File: src/csit_pkg.sv
// ----------------------------------------------------------------------------
// csit_pkg: shared types for the cost sorted insert table
// Command and status codes, the entry layout and the per-cell control word.
// ----------------------------------------------------------------------------
`default_nettype none

package csit_pkg;

   localparam int COST_W   = 24;
   localparam int HANDLE_W = 16;
   localparam int INDEX_W  = 7;
   localparam int COUNT_W  = 8;

   typedef enum logic [1:0] {
      CMD_INSERT = 2'd0,
      CMD_REMOVE = 2'd1,
      CMD_READ   = 2'd2,
      CMD_NOP    = 2'd3
   } cmd_type;

   typedef enum logic [1:0] {
      STAT_OK     = 2'd0,
      STAT_EVICT  = 2'd1,
      STAT_REJECT = 2'd2,
      STAT_RANGE  = 2'd3
   } status_type;

   typedef enum logic [1:0] {
      OP_HOLD   = 2'd0,
      OP_INSERT = 2'd1,
      OP_REMOVE = 2'd2
   } cell_op_type;

   typedef struct packed {
      logic [COST_W-1:0]   cost;
      logic [HANDLE_W-1:0] handle;
   } entry_type;

   typedef struct packed {
      cell_op_type op;
      entry_type   entry;
   } cell_ctrl_type;

endpackage

`default_nettype wire

File: src/csit_cell.sv
// ----------------------------------------------------------------------------
// csit_cell: one table slot
// Holds one entry, compares it with the new cost, and shifts right on insert
// or left on remove. Drives its entry onto the read tap when addressed.
// ----------------------------------------------------------------------------
`default_nettype none

module csit_cell #(
   parameter int CAPACITY = 128,
   parameter int INDEX    = 0
) (
   input  wire                          clock,
   input  csit_pkg::cell_ctrl_type      ctrl,
   input  wire [$clog2(CAPACITY+1)-1:0] count,
   input  wire [$clog2(CAPACITY)-1:0]   idx,
   input  csit_pkg::entry_type          left_entry,
   input  wire                          left_keep,
   input  csit_pkg::entry_type          right_entry,
   output csit_pkg::entry_type          entry,
   output logic                         keep,
   output logic                         take_new,
   output csit_pkg::entry_type          tap
);

   localparam int IW = $clog2(CAPACITY);
   localparam int CW = $clog2(CAPACITY+1);

   csit_pkg::entry_type entry_ff;
   csit_pkg::entry_type entry_in;

   always_comb begin
      keep     = (CW'(INDEX) < count) && (entry_ff.cost < ctrl.entry.cost);
      take_new = (ctrl.op == csit_pkg::OP_INSERT) && !keep && left_keep;
      tap      = (IW'(INDEX) == idx) ? entry_ff : '0;
      entry_in = entry_ff;
      unique case (ctrl.op)
         csit_pkg::OP_INSERT: begin
            if (keep) begin
               entry_in = entry_ff;
            end else if (left_keep) begin
               entry_in = ctrl.entry;
            end else begin
               entry_in = left_entry;
            end
         end
         csit_pkg::OP_REMOVE: begin
            if (IW'(INDEX) >= idx) begin
               entry_in = right_entry;
            end
         end
         default: entry_in = entry_ff;
      endcase
   end

   always_ff @(posedge clock) begin
      entry_ff <= entry_in;
   end

   assign entry = entry_ff;

endmodule

`default_nettype wire

File: config.mk
export PLATFORM = sky130hd
export DESIGN_NAME = csit_cell
export DESIGN_NICKNAME = d
export VERILOG_FILES = /design/src/csit_pkg.sv /design/src/csit_cell.sv
export SDC_FILE = /design/constraint.sdc
export NUM_CORES = 1
export LEC_CHECK = 0
export ABC_AREA = 1
export BUFFER_PORTS_ARGS = -buffer_cell sky130_fd_sc_hd__buf_4
export CAP_MARGIN = 5
export CORE_AREA = 2 2 88 99
export DETAILED_ROUTE_END_ITERATION = 16
export DIE_AREA = 0 0 90 101
export HOLD_SLACK_MARGIN = 0.03
export PLACE_DENSITY = 0.86
export SLEW_MARGIN = 10
export SYNTH_ARGS = -nofsm -noshare
export SYNTH_HDL_FRONTEND = slang
export SYNTH_SLANG_ARGS = --single-unit
File: constraint.sdc
create_clock -name clock -period 3.8 [get_ports clock]
set_clock_uncertainty 0.05 [all_clocks]
set_input_delay 0.38 -clock clock [delete_from_list [all_inputs] [get_ports clock]]
set_output_delay 0.38 -clock clock [all_outputs]
set_load 0.05 [all_outputs]
==> results of run 1 <==
layer usage:
| metal | GRT usage (%) | vias up |
|---|---|---|
| li1 | - | 1797 |
| met1 | 23.1 | 1664 |
| met2 | 43.7 | 166 |
| met3 | 4.71 | 16 |
| met4 | 7.81 | 0 |
| met5 | 0 | - |
critical path, cell delays in order, from the launching register on:
cell	delay [ps]
edfxtp_1	410
ha_1	330
nand2_1	70
nor2_1	150
nand2_1	90
nor2_1	90
nand2_1	50
nand2_1	50
nor2_1	40
nand2_1	70
nand2_1	80
nand2_2	300
buf_4	410
how the worst max path moves through the flow:
stage / startpoint / to / slack (ps) / cells past startpoint
after detailed placement: ctrl[38] / entry[13]$_DFFE_PP_ / 1180 / 14
after floorplan: entry[38]$_DFFE_PP_ / entry[0]$_DFFE_PP_ / 890 / 11
final: entry[38]$_DFFE_PP_ / entry[39]$_DFFE_PP_ / 1250 / 12
after global placement: ctrl[38] / entry[10]$_DFFE_PP_ / 1220 / 14
after CTS: idx[3] / tap[11] / 1230 / 6
after global routing: entry[38]$_DFFE_PP_ / entry[9]$_DFFE_PP_ / 970 / 10
kinds of logic (layout without fill, tap and decap cells):
family / count (synthesis) / in the layout / share of synthesized area (%)
DFF: 40 / 40 / 37.9
AOI/OAI and AO/OA: 86 / 86 / 13.6
and+or+nand+nor: 189 / 189 / 26.6
adders and majority gates: 23 / 23 / 9.08
buffers and inverters: 100 / 311 / 12.8
where the power goes:
part	leakage, nW	total (mW)	internal (mW)	switching (mW)
logic	2.22	0.377	0.169	0.208
registers	0.366	0.525	0.513	0.0119
clock network	0.0532	0.340	0.191	0.149
cell usage in the layout, fill, tap and decap left out:
| cell type | synthesis | final |
|---|---|---|
| a21oi_1 | 86 | 86 |
| buf_4 | 0 | 224 |
| bufinv_16 | 0 | 1 |
| clkbuf_8 | 0 | 5 |
| clkinv_1 | 0 | 2 |
| edfxtp_1 | 40 | 40 |
| ha_1 | 23 | 23 |
| inv_1 | 78 | 78 |
| inv_2 | 1 | 1 |
| nand2_1 | 84 | 83 |
| nand2_2 | 0 | 1 |
| nand3_1 | 4 | 4 |
| nand4_1 | 1 | 1 |
| nor2_1 | 55 | 55 |
| nor2_2 | 38 | 38 |
| nor2_4 | 3 | 3 |
| nor3_1 | 2 | 2 |
| or3_1 | 1 | 1 |
| or4_1 | 1 | 1 |
final cells by class:
class	count	area (um2)	area share, %
clock buffers	5	68.8	1.38
clock inverters	3	37.5	0.752
inverters	79	297	5.94
multi-input cells	298	1560	31.4
flip-flops and latches	40	1200	24.1
well taps	111	139	2.78
repair buffers	224	1680	33.7
through the flow:
step | util [%] | cells | total power [mW] | cell area, um2
CTS | 61.2 | 760 | 1.25 | 4990
detailed placement | 59.9 | 752 | 0.911 | 4880
global route | 61.2 | 760 | 1.30 | 4990
finish | 61.2 | 760 | 1.24 | 4990
global placement | 59.9 | 752 | 0.901 | 4880
floorplan | - | 438 | 0.730 | 3170
synth_stat cells:
library cell,count
a21oi_1,86
buf_6,4
clkbuf_1,17
edfxtp_1,40
ha_1,23
inv_1,78
inv_2,1
nand2_1,84
nand3_1,4
nand4_1,1
nor2_1,55
nor2_2,38
nor2_4,3
nor3_1,2
or3_1,1
or4_1,1
==> summary.md, run 1 <==
| Metric | Value |
|---|---|
| DRC | 0 |
| Worst Max-Slew Pin Slew | 1200 ps |
| Share of cells above drive strength 1 | 42.1% |
| LEAKAGE | 2.64 nW |
| TNS Setup | 0 ps |
| Hold Path Depth | 3 |
| Pins Over Slew Limit | 0 |
| Tcrit/Tclk final | 67.2% |
| Worst skew pair latency | 290 ps |
| Die H | 101 um |
| Gate Count Post-Synth | 438 |
| Status | completed |
| Total track usage | 22.1% |
| Met2 WL | 5.64 mm |
| Number of synthesized register bits | 40 |
| Hold Violations, Final | 0 |
| Vias in the first global route | 3,635 |
| Hold EP | entry[17]$_DFFE_PP_ |
| Initial Util | 38.9% |
| Largest net degree at the start of global routing | 42 |
| GPL Wtd Cong | 0.803 |
| Pre-CTS setup slack | 1180 ps |
| RSZ-0062 raised after global routing | false |
| Hold/Removal Path Class | in2reg |
| Core area | 8150 um2 |
| CTS sink count | 40 |
| Mean Syn Cell Area | 7.23 um2 |
| Dpl hpwl | 8.06 mm |
| Clock H-tree levels | 2 |
| Worst setup EP type | flop |
| Critical R2R Capture | entry[39]$_DFFE_PP_ |
| Worst setup margin | 1250 ps |
| Via count | 3,643 |
| PD cells | 249 nW/um2 |
| Met3 routed wirelength | 743 um |
| Slew HR | 19.6% |
| Post-CTS Setup Inserts | 0 |
| Max layer used | met4 |
| Routed Antenna Nets | 0 |
| Yosys warns | 0 |
| IO Count | 221 |
| Row cnt | 35 |
| Worst reg2reg path startpoint | entry[38]$_DFFE_PP_ |
| Distinct cells, synth | 16 |
| Yosys top cell area share | 37.9% |
| Area grow syn2layout | 57.5% |
| Routed vias/inst | 4.79 |
| Worst setup path category | reg2reg |
| DRT met1 WL | 3.90 mm |
| Max reg flops | 40 |
| Number of gates resized after cts | 0 |
| R2R cell count | 12 |
| Num CTS Buffers | 5 |
| Final wirelength | 10.5 mm |
| Post-synthesis cell area | 3170 um2 |
| Buffers on Ports | 220 |
| Final min period | 2550 ps |
| Critical path required time | 3710 ps |
| Worst Min Path Start | right_entry[17] |
| Initial DRC Count | 113 |
| Peak supply drop | 0.000132 V |
| Post-Syn Nets | 600 |
| CTS tree | done |
| Die ar. | 9090 um2 |
| GRT overflow | 0 |
| Worst Path Arrival | 2460 ps |
| Nets | 810 |
| Drt pass-1 iters | 4 |
| Clk slew on worst S/H paths | 80 ps |
| Yosys top cell by area | edfxtp_1 |
| Sequential area share after synthesis | 37.9% |
| Die X | 90 um |
| Setup-failing EPs final | 0 |
| Initial antenna violation count | 0 |
| Wirelength per Cell | 13.8 um |
| Fill count | 713 |
| Antenna cell count | 0 |
| Crit path max fanout | 26 |
| Hold WS | 360 ps |
| Setup crit start kind | flop |
| Top post-synthesis cells by area | edfxtp_1 (38%), a21oi_1 (14%), nand2_1 (10%) |
| First-pass GRT wire length | 16.2 mm |
| R2r setup slk | 1250 ps |
| Max-cap violations | 0 |
| Max Buffers Root-to-Sink | 2 |
| Hold buffer count at cts | 0 |
| Top achievable clock speed | 392 MHz |
| Root buf cell | clkbuf_8 |
Note: power is estimated with default switching activity, not from simulation.
==> run 2, diff against run 1 <==
clock period = 2.4 ns   (was 3.8 ns; I/O delays follow)
==> run 2 against run 1 <==
Non-clock buffer count rose by 6; utilization rose by 1.3 points; worst hold slack got worse by 130 ps; global-route usage fell by 0.15 points; sequential share of layout area fell by 0.49 points; cell area rose by 2.1%; die area did not move; sequential cell count did not move; critical endpoint is now take_new.
==> summary.md, run 2 (synthesis gave the netlist of run 1 again) <==
| Metric | Value |
|---|---|
| Highest-count cells in the layout ignoring fill and taps | buf_4 (227), a21oi_1 (86), nand2_1 (81) |
| GPL Wtd Cong | 0.797 |
| Tcrit/Tclk final | 96.1% |
| Die ar. | 9090 um2 |
| Peak supply drop | 0.000201 V |
| Hold buffer count at cts | 0 |
| Clock H-tree levels | 2 |
| Worst reg2reg path startpoint | entry[31]$_DFFE_PP_ |
| Initial DRC Count | 137 |
| Worst skew pair latency | 280 ps |
| Buffers on Ports | 220 |
| Most common cell after layout, fill and taps aside | buf_4 |
| Die H | 101 um |
| Clk slew on worst S/H paths | 80 ps |
| Share of cells above drive strength 1 | 43.7% |
| Worst Min Path Start | right_entry[32] |
| LEAKAGE | 2.68 nW |
| Dpl hpwl | 7.98 mm |
| Die X | 90 um |
| Drt pass-1 iters | 4 |
| Worst Max-Slew Pin Slew | 466 ps |
| Hold/Removal Path Class | in2reg |
| Worst Path Arrival | 2020 ps |
| Pins Over Slew Limit | 0 |
| Crit path max fanout | 3 |
| Setup-failing EPs final | 0 |
| Hold Violations, Final | 0 |
| Status | completed |
| Cell Count, Final, Fillers Out | 766 |
| Initial antenna violation count | 0 |
| CTS tree | done |
| Final min period | 2310 ps |
| Routed vias/inst | 4.77 |
| Pwr Total | 1.97 mW |
| Final instance area | 5090 um2 |
| Critical path required time | 2110 ps |
| DRC | 0 |
| Max-cap violations | 0 |
| Via count | 3,652 |
| IO Count | 221 |
| Core area | 8150 um2 |
| TNS Setup | 0 ps |
| CP startpoint | entry[31]$_DFFE_PP_ |
| Antenna cell count | 0 |
| First-pass GRT wire length | 16.2 mm |
| Slew HR | 68.9% |
| Dpl cells | 754 |
| Largest net degree at the start of global routing | 42 |
| Final wirelength | 10.5 mm |
| Area grow syn2layout | 60.7% |
| Nets | 816 |
| Root buf cell | clkbuf_8 |
| Vias in the first global route | 3,561 |
| Initial Util | 38.9% |
| Worst setup EP type | primary output |
| Routed Antenna Nets | 0 |
| Top achievable clock speed | 434 MHz |
| CTS sink count | 40 |
| Setup crit start kind | flop |
| Area post-placement | 4920 um2 |
| Worst setup path category | reg2out |
| PD cells | 387 nW/um2 |
| Total track usage | 22.0% |
| Row cnt | 35 |
| GRT overflow | 0 |
| Max reg flops | 40 |
| Max Buffers Root-to-Sink | 2 |
| R2r setup slk | 250 ps |
| Num CTS Buffers | 5 |
| Wirelength per Cell | 13.7 um |
==> run 2: cell types whose count changed in the layout (fill, tap and decap cells not counted), moves of 2 or more <==
| cell | previous run | this run |
|---|---|---|
| nand2_1 | 83 | 81 |
| nand2_2 | 1 | 3 |
| buf_12 | 0 | 2 |
| buf_4 | 224 | 227 |
| nor2_1 | 55 | 52 |
| nor2_2 | 38 | 41 |
==> run 2: critical path: stages (launching register included) <==
cell and delay, ps:
edfxtp_1 430, ha_1 320, nand2_1 50, inv_1 60
nand3_1 130, nor2_2 130, nand2_1 50, nand2_1 50
nor2_1 40, nand2_1 90, nand2_2 80, nor2_2 120
buf_6 180
==> run 2: per-layer routing <==
layer / part of all wire, % / global-route usage (%) / up-vias / wire length, um
li1: - / - / 1811 / -
met1: 37 / 24.0 / 1656 / 3900
met2: 54 / 42.3 / 169 / 5650
met3: 7.3 / 5.24 / 16 / 773
met4: 1.8 / 6.51 / 0 / 193
met5: 0 / 0 / - / 0
==> run 2: worst paths after layout <==
check | to | depth (start not counted)
worst min register to register | entry[31]$_DFFE_PP_ | 8
worst max-delay path | take_new | 12
worst max register to register | entry[33]$_DFFE_PP_ | 12
worst min-delay path | entry[32]$_DFFE_PP_ | 3
==> run 2: power by group <==
group / internal [mW] / switching [mW] / leakage, nW
sequential: 0.812 / 0.0186 / 0.366
combinational: 0.277 / 0.333 / 2.26
clock: 0.303 / 0.229 / 0.0532
==> run 2: timing repair <==
item                       4_1_cts  5_1_grt
pin swaps                        0        3
gates cloned                     0        0
setup endpoints to repair        1        1
resized for setup                2        6
buffers inserted                 0        4
==> run 2: final cells by class <==
class / instances / area, um2
clock buffers: 5 / 68.8
inverters: 79 / 297
flip-flops and latches: 40 / 1200
repair buffers: 230 / 1760
clock inverters: 3 / 37.5
multi-input cells: 298 / 1590
fillers: 707 / 3050
well taps: 111 / 139
==> run 2: per-stage QoR <==
step / util, % / setup slack (ps) / hold slack, ps
2_1_floorplan: - / -150 / 420
3_3_place_gp: 60.4 / 291 / 507
3_5_place_dp: 60.4 / 204 / 514
4_1_cts: 61.9 / 22.1 / 212
5_1_grt: 62.5 / -38.2 / 212
6_report: 62.5 / 93.3 / 227
